===== src/hdl/frame_allocator_fifo_replace_assert.svh =====
// assertion macros shared by the frame allocator rtl
`ifndef FRAME_ALLOCATOR_FIFO_REPLACE_ASSERT_SVH
`define FRAME_ALLOCATOR_FIFO_REPLACE_ASSERT_SVH

// same-cycle implication, disabled while reset is low
`define FAFR_ASSERT_NOW(label, clk, rst_n, ante, cons) \
    label: assert property (@(posedge clk) disable iff (!rst_n) (ante) |-> (cons)) \
        else $error("frame allocator check failed");

// next-cycle implication, disabled while reset is low
`define FAFR_ASSERT_NEXT(label, clk, rst_n, ante, cons) \
    label: assert property (@(posedge clk) disable iff (!rst_n) (ante) |=> (cons)) \
        else $error("frame allocator check failed");

`endif


===== src/hdl/fafr_pkg.sv =====
`timescale 1ns / 1ps
`default_nettype none
// ----------------------------------------------------------------------------
// fafr_pkg
// Shared constants, mode codes and result type of the frame allocator.
// ----------------------------------------------------------------------------
package fafr_pkg;

    localparam int FRAMES_DEF = 64;

    localparam int MODE_W  = 2;
    localparam int INDEX_W = 8;
    localparam int PAGE_W  = 16;
    localparam int FNUM_W  = 7;

    localparam logic [MODE_W-1:0] MODE_ALLOC = 2'd0;
    localparam logic [MODE_W-1:0] MODE_FREE  = 2'd1;
    localparam logic [MODE_W-1:0] MODE_SET   = 2'd2;
    localparam logic [MODE_W-1:0] MODE_READ  = 2'd3;

    typedef struct packed {
        logic              status;
        logic [FNUM_W-1:0] frame_number;
        logic              replaced;
        logic              page_valid;
        logic [PAGE_W-1:0] page_out;
    } t_result;

endpackage
`default_nettype wire


===== src/hdl/fafr_if.sv =====
`timescale 1ns / 1ps
`default_nettype none
// ----------------------------------------------------------------------------
// fafr_req_if / fafr_rsp_if
// Valid/ready channels for allocator requests and results.
// ----------------------------------------------------------------------------
interface fafr_req_if;
    logic                         valid;
    logic                         ready;
    logic [fafr_pkg::MODE_W-1:0]  mode;
    logic [fafr_pkg::INDEX_W-1:0] frame_index;
    logic [fafr_pkg::PAGE_W-1:0]  page_number;

    modport source (output valid, mode, frame_index, page_number, input ready);
    modport sink   (input valid, mode, frame_index, page_number, output ready);
endinterface

interface fafr_rsp_if;
    logic                        valid;
    logic                        ready;
    logic                        status;
    logic [fafr_pkg::FNUM_W-1:0] frame_number;
    logic                        replaced;
    logic                        page_valid;
    logic [fafr_pkg::PAGE_W-1:0] page_out;

    modport source (output valid, status, frame_number, replaced, page_valid, page_out,
                    input ready);
    modport sink   (input valid, status, frame_number, replaced, page_valid, page_out,
                    output ready);
endinterface
`default_nettype wire


===== src/hdl/frame_allocator_fifo_replace.sv =====
`timescale 1ns / 1ps
`default_nettype none
// ----------------------------------------------------------------------------
// frame_allocator_fifo_replace
// Physical frame allocator with round-robin replacement and page mapping store.
// ----------------------------------------------------------------------------
// Usage:
//   i_req carries one request per transaction (mode, frame_index, page_number);
//   o_rsp returns exactly one result per request, in order.
//   The block handles one request at a time: i_req.ready is high only while
//   the sequencer is idle. Allocation walks the used bits one frame per
//   cycle through a single compare unit; an allocation that finds a free
//   frame ends the walk there, and one that finds none falls back to
//   replacement after the last frame. Free, set and out-of-range requests
//   go from the execute state straight to done, a mapping read passes the
//   read state as well (one page RAM read port, registered). Once the
//   result is registered the sequencer is idle and takes the next request.
//   The result sits in an output register, so a new request is worked on
//   while the previous result waits; if the receiver still stalls when the
//   next result is done, the sequencer holds until the register frees up.
//   Reset clears all used and mapping-valid bits and the replacement
//   pointer; the page RAM needs no clearing since it is read only behind a
//   set mapping-valid bit.
// ----------------------------------------------------------------------------
`include "frame_allocator_fifo_replace_assert.svh"

module frame_allocator_fifo_replace #(
    parameter int FRAMES = fafr_pkg::FRAMES_DEF
) (
    input wire logic   i_clk,
    input wire logic   i_rst_n,
    fafr_req_if.sink   i_req,
    fafr_rsp_if.source o_rsp
);

    import fafr_pkg::*;

    localparam int IDXW = $clog2(FRAMES);
    localparam logic [IDXW-1:0] LAST_IDX = IDXW'(FRAMES - 1);

    localparam logic [2:0] S_IDLE = 3'd0;
    localparam logic [2:0] S_EXEC = 3'd1;
    localparam logic [2:0] S_SCAN = 3'd2;
    localparam logic [2:0] S_READ = 3'd3;
    localparam logic [2:0] S_DONE = 3'd4;

    logic [2:0]         r_state,     n_state;
    logic [FRAMES-1:0]  r_used,      n_used;
    logic [FRAMES-1:0]  r_mvalid,    n_mvalid;
    logic [IDXW-1:0]    r_ptr,       n_ptr;
    logic               r_out_valid, n_out_valid;

    logic [MODE_W-1:0]  r_mode,      n_mode;
    logic [INDEX_W-1:0] r_idx,       n_idx;
    logic [PAGE_W-1:0]  r_page,      n_page;
    logic [IDXW-1:0]    r_scan,      n_scan;
    t_result            r_res,       n_res;
    t_result            r_out,       n_out;

    logic               w_oor;
    logic [IDXW-1:0]    w_frame;
    logic               w_ram_we;
    logic [PAGE_W-1:0]  w_ram_rdata;

    assign w_oor   = {1'b0, r_idx} >= (INDEX_W + 1)'(FRAMES);
    assign w_frame = r_idx[IDXW-1:0];
    assign w_ram_we = (r_state == S_EXEC) && (r_mode == MODE_SET) && !w_oor;

    fafr_ram #(
        .WIDTH(PAGE_W),
        .DEPTH(FRAMES)
    ) u_page_ram (
        .i_clk  (i_clk),
        .i_we   (w_ram_we),
        .i_waddr(w_frame),
        .i_wdata(r_page),
        .i_raddr(w_frame),
        .o_rdata(w_ram_rdata)
    );

    always_comb begin
        n_state     = r_state;
        n_used      = r_used;
        n_mvalid    = r_mvalid;
        n_ptr       = r_ptr;
        n_out_valid = r_out_valid;
        n_mode      = r_mode;
        n_idx       = r_idx;
        n_page      = r_page;
        n_scan      = r_scan;
        n_res       = r_res;
        n_out       = r_out;

        if (r_out_valid && o_rsp.ready) begin
            n_out_valid = 1'b0;
        end

        unique case (r_state)
            S_IDLE: begin
                if (i_req.valid) begin
                    n_mode  = i_req.mode;
                    n_idx   = i_req.frame_index;
                    n_page  = i_req.page_number;
                    n_state = S_EXEC;
                end
            end
            S_EXEC: begin
                n_res  = '0;
                n_scan = '0;
                if (r_mode == MODE_ALLOC) begin
                    n_state = S_SCAN;
                end else if (w_oor) begin
                    n_res.status = 1'b1;
                    n_state      = S_DONE;
                end else begin
                    unique case (r_mode)
                        MODE_FREE: begin
                            n_used[w_frame]   = 1'b0;
                            n_mvalid[w_frame] = 1'b0;
                            n_state           = S_DONE;
                        end
                        MODE_SET: begin
                            n_mvalid[w_frame] = 1'b1;
                            n_state           = S_DONE;
                        end
                        default: begin
                            // mapping read, data arrives next cycle
                            n_state = S_READ;
                        end
                    endcase
                end
            end
            S_SCAN: begin
                if (!r_used[r_scan]) begin
                    n_used[r_scan]     = 1'b1;
                    n_res.frame_number = FNUM_W'(r_scan) + FNUM_W'(1);
                    n_state            = S_DONE;
                end else if (r_scan == LAST_IDX) begin
                    // every frame taken: hand out the one under the pointer
                    n_res.frame_number = FNUM_W'(r_ptr) + FNUM_W'(1);
                    n_res.replaced     = 1'b1;
                    n_ptr              = (r_ptr == LAST_IDX) ? '0 : r_ptr + IDXW'(1);
                    n_state            = S_DONE;
                end else begin
                    n_scan = r_scan + IDXW'(1);
                end
            end
            S_READ: begin
                if (r_mvalid[w_frame]) begin
                    n_res.page_valid = 1'b1;
                    n_res.page_out   = w_ram_rdata;
                end
                n_state = S_DONE;
            end
            S_DONE: begin
                if (!r_out_valid || o_rsp.ready) begin
                    n_out       = r_res;
                    n_out_valid = 1'b1;
                    n_state     = S_IDLE;
                end
            end
            default: begin
                n_state = S_IDLE;
            end
        endcase
    end

    always_ff @(posedge i_clk) begin
        if (!i_rst_n) begin
            r_state     <= S_IDLE;
            r_used      <= '0;
            r_mvalid    <= '0;
            r_ptr       <= '0;
            r_out_valid <= 1'b0;
        end else begin
            r_state     <= n_state;
            r_used      <= n_used;
            r_mvalid    <= n_mvalid;
            r_ptr       <= n_ptr;
            r_out_valid <= n_out_valid;
        end
    end

    always_ff @(posedge i_clk) begin
        r_mode <= n_mode;
        r_idx  <= n_idx;
        r_page <= n_page;
        r_scan <= n_scan;
        r_res  <= n_res;
        r_out  <= n_out;
    end

    assign i_req.ready        = (r_state == S_IDLE);
    assign o_rsp.valid        = r_out_valid;
    assign o_rsp.status       = r_out.status;
    assign o_rsp.frame_number = r_out.frame_number;
    assign o_rsp.replaced     = r_out.replaced;
    assign o_rsp.page_valid   = r_out.page_valid;
    assign o_rsp.page_out     = r_out.page_out;

    `FAFR_ASSERT_NEXT(a_one_in_flight, i_clk, i_rst_n, i_req.valid && i_req.ready, !i_req.ready)
    `FAFR_ASSERT_NOW(a_ptr_range, i_clk, i_rst_n, 1'b1, r_ptr <= LAST_IDX)
    `FAFR_ASSERT_NOW(a_repl_clean, i_clk, i_rst_n, o_rsp.valid && o_rsp.replaced, !o_rsp.status && !o_rsp.page_valid)

endmodule
`default_nettype wire


===== src/hdl/fafr_ram.sv =====
`timescale 1ns / 1ps
`default_nettype none
// ----------------------------------------------------------------------------
// fafr_ram
// Generic single-write, single-read RAM with registered read data.
// ----------------------------------------------------------------------------
module fafr_ram #(
    parameter int WIDTH = 16,
    parameter int DEPTH = 64
) (
    input  wire logic                     i_clk,
    input  wire logic                     i_we,
    input  wire logic [$clog2(DEPTH)-1:0] i_waddr,
    input  wire logic [WIDTH-1:0]         i_wdata,
    input  wire logic [$clog2(DEPTH)-1:0] i_raddr,
    output      logic [WIDTH-1:0]         o_rdata
);

    logic [WIDTH-1:0] r_mem [DEPTH];

    always_ff @(posedge i_clk) begin
        if (i_we) begin
            r_mem[i_waddr] <= i_wdata;
        end
        o_rdata <= r_mem[i_raddr];
    end

endmodule
`default_nettype wire

===== src/flat_wrapper.sv =====
// flat-port wrapper written by rule: the top's interface ports become plain ports
module frame_allocator_fifo_replace_flat import fafr_pkg::*;
#(
    parameter int FRAMES = fafr_pkg::FRAMES_DEF
)
  (i_clk, i_rst_n, i_req_valid, i_req_mode, i_req_frame_index, i_req_page_number, i_req_ready, o_rsp_valid, o_rsp_status, o_rsp_frame_number, o_rsp_replaced, o_rsp_page_valid, o_rsp_page_out, o_rsp_ready);
  fafr_req_if i_req_i ();
  fafr_rsp_if o_rsp_i ();
  input wire logic i_clk;
  input wire logic i_rst_n;
  input wire logic [$bits(i_req_i.valid)-1:0] i_req_valid;
  input wire logic [$bits(i_req_i.mode)-1:0] i_req_mode;
  input wire logic [$bits(i_req_i.frame_index)-1:0] i_req_frame_index;
  input wire logic [$bits(i_req_i.page_number)-1:0] i_req_page_number;
  output wire logic [$bits(i_req_i.ready)-1:0] i_req_ready;
  output wire logic [$bits(o_rsp_i.valid)-1:0] o_rsp_valid;
  output wire logic [$bits(o_rsp_i.status)-1:0] o_rsp_status;
  output wire logic [$bits(o_rsp_i.frame_number)-1:0] o_rsp_frame_number;
  output wire logic [$bits(o_rsp_i.replaced)-1:0] o_rsp_replaced;
  output wire logic [$bits(o_rsp_i.page_valid)-1:0] o_rsp_page_valid;
  output wire logic [$bits(o_rsp_i.page_out)-1:0] o_rsp_page_out;
  input wire logic [$bits(o_rsp_i.ready)-1:0] o_rsp_ready;
  assign i_req_i.valid = i_req_valid;
  assign i_req_i.mode = i_req_mode;
  assign i_req_i.frame_index = i_req_frame_index;
  assign i_req_i.page_number = i_req_page_number;
  assign i_req_ready = i_req_i.ready;
  assign o_rsp_valid = o_rsp_i.valid;
  assign o_rsp_status = o_rsp_i.status;
  assign o_rsp_frame_number = o_rsp_i.frame_number;
  assign o_rsp_replaced = o_rsp_i.replaced;
  assign o_rsp_page_valid = o_rsp_i.page_valid;
  assign o_rsp_page_out = o_rsp_i.page_out;
  assign o_rsp_i.ready = o_rsp_ready;
  frame_allocator_fifo_replace #(.FRAMES(FRAMES)) u_core (.i_clk(i_clk), .i_rst_n(i_rst_n), .i_req(i_req_i), .o_rsp(o_rsp_i));
endmodule

===== config.mk =====
export PLATFORM = sky130hd
export DESIGN_NAME = frame_allocator_fifo_replace_flat
export DESIGN_NICKNAME = d
export VERILOG_FILES = /design/src/hdl/fafr_pkg.sv /design/src/hdl/fafr_if.sv /design/src/hdl/frame_allocator_fifo_replace.sv /design/src/hdl/fafr_ram.sv /design/src/flat_wrapper.sv
export VERILOG_INCLUDE_DIRS = /design/src /design/src/hdl
export SDC_FILE = /design/constraint.sdc
export NUM_CORES = 1
export LEC_CHECK = 0
export BUFFER_PORTS_ARGS = -buffer_cell sky130_fd_sc_hd__buf_2
export CAP_MARGIN = 40
export CORE_MARGIN = 2
export CORE_UTILIZATION = 62
export DETAILED_ROUTE_END_ITERATION = 12
export PLACE_DENSITY = 0.78
export RECOVER_POWER = 25
export SLEW_MARGIN = 15
export SYNTH_ARGS = -nofsm -noshare
export SYNTH_HDL_FRONTEND = slang
export SYNTH_HIERARCHICAL = 1
export SYNTH_SLANG_ARGS = --single-unit

===== constraint.sdc =====
create_clock -name i_clk -period 4.2 [get_ports i_clk]
set_input_delay 0.42 -clock i_clk [delete_from_list [all_inputs] [get_ports i_clk]]
set_output_delay 0.42 -clock i_clk [all_outputs]
set_load 0.005 [all_outputs]

# Yosys cells after proc, flatten, opt, wreduce, memory -nomap -nowiden
# Memories as Yosys holds them, arrays and structs flattened. A register that Yosys moved wholly into a read port is not among the register bits.
# Cells that the tools add are included.
op_classes:
  n_addsub: 4
  multipliers: 0
  div_mod_pow: 0
  magnitude_cmp: 5
  eq_ne: 19
  shift: 0
  muxes: 38
  bitwise: 7
  reduce_logical: 24
op_table:
  columns: ["op", "count"]
  rows:
  - ["two-way mux 64 bit", 4]
  - ["one-hot mux 64 bit (2 select lines)", 2]
  - ["bitwise AND 64 bit", 2]
  - ["bitwise OR 64 bit", 2]
  - ["inverter 64 bit", 1]
  - ["one-hot mux 17 bit (2 select lines)", 1]
  - ["two-way mux 3 bit", 7]
  - ["two-way mux 6 bit", 3]
  - ["two-way mux 17 bit", 1]
  - ["one-hot mux 8 bit (2 select lines)", 1]
  - ["one-hot mux 3 bit (5 select lines)", 1]
  - ["adder 6 x 1 -> 7 bit, second input constant", 2]
  - ["< comparator 6 x 7 -> 1 bit, second input constant", 2]
  - ["adder 6 x 1 -> 6 bit, second input constant", 2]
  - ["binary-select mux 1 bit (select 6 bit)", 2]
  - ["demux 1 bit (select 6 bit)", 2]
  - ["== test 6 bit, second input constant", 2]
  - [">= comparator 6 x 1 -> 1 bit, second input constant", 2]
  - ["!= test 2 bit, second input constant", 6]
  - ["one-hot mux 6 bit (2 select lines)", 1]
  - ["AND reduction 3 bit", 4]
  - ["two-way mux 1 bit", 11]
  - [">= comparator 8 x 7 -> 1 bit, second input constant", 1]
  - ["two-way mux 8 bit", 1]
  - ["19 further kinds", 34]
totals:
  reg_bits: 222
  latch_bits: 0
  ram_bits: 1024
  mem_bits_ro: 0
  input_bits: 30
  out_inout_bits: 28
  wordCells: 117
  memories: 1
mem_list:
  columns: ["memory", "words", "width", "rd", "rd_clocked_by_memory_dff", "write_ports", "line_no", "rtl"]
  rows:
  - ["u_core.u_page_ram.r_mem", 64, 16, 1, 1, 1, "fafr_ram.sv:19", "logic [WIDTH-1:0] r_mem [DEPTH];"]

# Logic depth before layout (Yosys ltp)
depth:
  depth_word: 10
  ltp_mapped: 14
  mapped_depth_nobuf: 11

# Modules after synthesis
# The synthesis kept the hierarchy.
modules_own_cells:
  columns: ["module", "n_inst", "cells_each", "area_each_um2", "seq_area_each_um2"]
  rows:
  - ["fafr_ram", 1, 1829, 40042.2, 31069.8]
  - ["frame_allocator_fifo_replace", 1, 999, 9796.9, 5285.1]

# Worst setup path after synthesis
# OpenSTA, ideal clock, no wires.
synth_timing:
  path_type: "reg-to-reg"
  startpoint: "register u_core.r_mode[0]"
  endpoint: "memory u_core.u_page_ram.r_mem[49][0], enable pin"
  setup_ps: 409
  t_arrival_ps: 2915
  required_time_ps: 3791
  setup_slack_ps: 875
  stages_incl_launch_ff: 9
  path_buffers: 2
  period_less_slack_ps: 3325
  cell_sequence: "edfxtp_1 inv_1 ha_1 clkbuf_1 clkbuf_1 and3_1 nor2b_1 nand4_1 nor3_1"
synth_via:
  elab_chain_cells: 5
synth_rtl:
  columns: ["item", "line_no", "rtl"]
  rows:
  - ["start, declared", "frame_allocator_fifo_replace.sv:53", "logic [MODE_W-1:0] r_mode, n_mode;"]
  - ["start signal, assigned", "frame_allocator_fifo_replace.sv:185", "r_mode <= n_mode;"]
  - ["== test 2 bit", "frame_allocator_fifo_replace.sv:67", "assign w_ram_we = (r_state == S_EXEC) && (r_mode == MODE_SET) && !w_oor;"]
  - ["logical AND 1 bit (2 in a row)", "frame_allocator_fifo_replace.sv:67", null]
  - ["net u_core.w_ram_we", "frame_allocator_fifo_replace.sv:62", "logic w_ram_we;"]
  - ["two-way mux 1 bit", "fafr_ram.sv:22", "if (i_we) begin"]
  - ["two-way mux 1 bit (not written as such)", "fafr_ram.sv:23", "r_mem[i_waddr] <= i_wdata;"]
  - ["end, declared", "fafr_ram.sv:19", null]
# The timed path passes the listed nets, and every way through them passes these cells.

==> impl_metrics.yaml <==
hold_path:
  hold_class: "primary input to flip-flop"
  hold_start: "o_rsp_ready"
sta:
  clock_skew_ns: 0.0500
  slew_viol_final: 910
  max_freq_ghz: 0.250
  fin_hold_ws_ns: 0.112
  worstMarginPinSlew_ns: 3.67
  period_share: 0.951
  slew_headroom: -1.44
  setup_violations: 0
  timing.final.crit_period_ns: 3.99
  fin_setup_tns_ns: 0
  rsz0062_at_grt: "no"
  hold_viol: 0
die:
  die_w_um: 288
  rows: 103
  core_um2: 79300
  dieArea_um2: 82700
  initial_core_util: 0.629
  die_height_um: 288
  io_pins: 58
clock_network:
  cts_tree: "built"
  cts_sinks: 1262
  cts-buffers-inserted: 117
  path_clk_slew_ns: 0.07
  clockBufferDepth: 3
  post_cts_buffers: 0
  ctsRootBufferMaster: "clkbuf_16"
  insertion_delay_ns: 0.71
  hold_buffers: 26
  cts.repair.resized: 0
  htree_levels: 3
detailed_routing:
  vias: 28571
  wl_um: 126000
  wl_per_cell_um: 30.2
  final_antenna_net_count: 0
  drtIter0Drc: 4353
  drtPass1Iterations: 9
  vias_per_cell: 6.87
  drc: 0
setup_path:
  path_buf_inv: 3
  critical_path_class: "flip-flop to flip-flop"
  r2r-start: "u_core/r_idx[2]"
  worstPathMaxFanout: 35
  cpMaxStageDelayCell: "edfxtp_1"
  startpoint: "u_core/r_idx[2]"
  critPathCaptureType: "flip-flop"
  crit_path_start_kind: "flip-flop"
  max_stage_delay_ns: 0.89
  crit_family: "compound AO/OA/AOI/OAI gates"
  crit_arrival_ns: 4.51
  critPathMostFrequentCell: "buf_4"
  path_cells: "buf_4 -> buf_12 -> buf_4 -> mux4_2 -> mux2i_1 -> a22oi_1 -> a31oi_1 -> a311oi_1"
  worstPathRequired_ns: 4.72
pwr:
  swShare: 0.234
  internal_power_mw: 20.7
  power.density_nw_per_um2: 484
  leakage_nw: 17.8
  power_switching_mw: 6.31
  comb_power_share: 0.087
  pwr-share-clk: 0.391
  ir_drop_v: 0.000380
  seqPwrFrac: 0.522
synthesis:
  ys.flop_type: "edfxtp_1"
  muxShareOfSynthArea: 0.134
  ys_warn_count: 6
  yosys.area.top_type_share: 0.668
  synth-seq-cells: 1262
  synth_top_family_by_area: "multiplexers"
  syn-num-nets: 2864
  synth_edf_count: 1108
  yosys.area_share.simple: 0.0521
  synth_fa_ha_area_frac: 0.00151
  synth_compound_area_frac: 0.0595
  synthXorXnorAreaFrac: 0.00141
  synth_seq_area_share: 0.729
  avgSynthCellArea_um2: 17.6
  yosysTopAreaCell: "edfxtp_1"
  synth_area_leaders: "edfxtp_1 (67%), mux4_2 (10%), dfxtp_1 (6.2%)"
  syn_inst: 2828
  synthesis.area_um2: 49800
  async_flop_share: 0
  synth_cell_types: 76
placed_design:
  dp_hpwl_um: 74000
  routabilityCongestion: 0.941
  portBuffers: 57
global_routing:
  grt_antenna_before_repair: 5
  grt_max_degree: 88
  met3_usage: 0.0532
  grt_pass1_vias: 28259
  grt_pass1_wl_um: 186000
  gr-usage-all-layers: 0.308
  grt.met1_usage: 0.434
  use_met2: 0.485
  grt_busiest_layer: "met2"
  overflow: 0
outcome:
  violations: "max-capacitance violations, max-slew violations"
  status: "finished, violations left"
cells_and_area:
  layout-drive-gt1-share: 0.215
  final_core_util: 0.704
  nets: 3042
  multi_input_area_um2: 12400
  seqCellArea_um2: 36400
  fillers: 4741
  area_delta_synth_final_pct: 12.0
flow_run:
  max_cap_viol_count: 14
-- cell type report --
class | count | share of cell area
Clock inverter | 73 | 0.0130
Multi-Input combinational cell | 1369 | 0.222
Timing Repair Buffer | 241 | 0.0331
Clock buffer | 148 | 0.0560
Inverter | 15 | 0.00101
Sequential cell | 1262 | 0.651
Antenna cell | 2 | 0.0000897
Tap cell | 1050 | 0.0235
-- per-stage QoR --
stage / std cells / total power [mW] / setup slack (ns) / cell area (µm²)
final: 4160 / 27.0 / 0.207 / 55800
after global routing: 4159 / 27.7 / 0.0550 / 55800
after CTS: 4156 / 27.0 / 0.268 / 55800
after detailed placement: 3909 / 16.6 / 0.346 / 51700
after global placement: 3905 / 16.5 / 0.387 / 51700
after floorplan: 2828 / 15.8 / 0.875 / 49800
-- worst reg2reg max path: cells and delay by family (launching register included) --
family | cells | cell delay, ns
mux | 2 | 0.66
buf+inv | 3 | 1.07
flops | 1 | 0.89
compound gates | 3 | 1.18
-- synthesized netlist by cell type (15+ instances only) --
| cell | count |
|---|---|
| nand3_1 | 117 |
| o21ai_0 | 117 |
| a221oi_1 | 34 |
| nor2_1 | 115 |
| dfxtp_1 | 154 |
| and2_1 | 27 |
| edfxtp_1 | 1108 |
| nand4_1 | 32 |
| o21ai_1 | 24 |
| nor2b_1 | 42 |
| nand2_1 | 114 |
| buf_4 | 15 |
| buf_6 | 20 |
| a22oi_1 | 44 |
| mux2_2 | 36 |
| mux2i_1 | 94 |
| o22ai_1 | 26 |
| buf_2 | 44 |
| clkbuf_1 | 82 |
| a21oi_1 | 112 |
| mux4_2 | 228 |
| o211ai_1 | 21 |
-- routing by layer --
metal / up-vias / wire length, µm
li1: 11801 / -
met1: 14536 / 46800
met2: 1913 / 60200
met3: 317 / 13100
met4: 4 / 5560
met5: - / 23
-- kinds of logic (layout without fill, tap and decap cells) --
family | after synthesis | after routing
and+or+nand+nor | 520 | 520
DFF | 1262 | 1262
muxes | 368 | 368
AOI/OAI and AO/OA | 467 | 467
adders and majority gates | 6 | 6
buffers and inverters | 197 | 477
xor gates and xnor gates | 8 | 8
other | 0 | 2
-- cell usage in the layout (no fill, tap or decap), types with 112 or more instances in the layout --
master and instances:
dfxtp_1 154, buf_4 127, clkbuf_16 118, nor2_1 114, o21ai_0 117, mux4_2 228, a21oi_1 112, edfxtp_1 1108
nand2_1 114, nand3_1 117
-- sequential cells by signal (all words and copies together), names as in the netlist, 2 cells and up, named ones only --
signal                     flops
u_core/r_scan                  6
u_core/r_state                 3
u_core/u_page_ram/o_rdata     16
u_core/r_mode                  2
u_core/r_ptr                   6
u_core/r_idx                   8
u_core/o_rsp.page_out         16
u_core/r_res                  26
u_core/o_rsp.frame_number      7
u_core/r_page                 16
u_core/r_used                 64
u_core/u_page_ram/r_mem     1024
-- final timing paths --
| check | endpoint | slack [ns] | depth (start not counted) |
|---|---|---|---|
| max | u_core/u_page_ram/o_rdata[11] | 0.21 | 8 |
| min | u_core/o_rsp.valid | 0.11 | 4 |
| max reg2reg | u_core/u_page_ram/o_rdata[11] | 0.21 | 8 |
| min reg2reg | u_core/o_rsp.page_out[8] | 0.42 | 0 |
-- power by group through the flow --
stage	logic [mW]	clock network (mW)	registers, mW
finish	2.36	10.5	14.1
CTS	2.34	10.7	14.0
global placement	2.23	0	14.3
detailed placement	2.29	0	14.3
global route	2.48	11.1	14.1
floorplan	1.40	0	14.4
No activity file was read; power rests on OpenSTA's default activity.
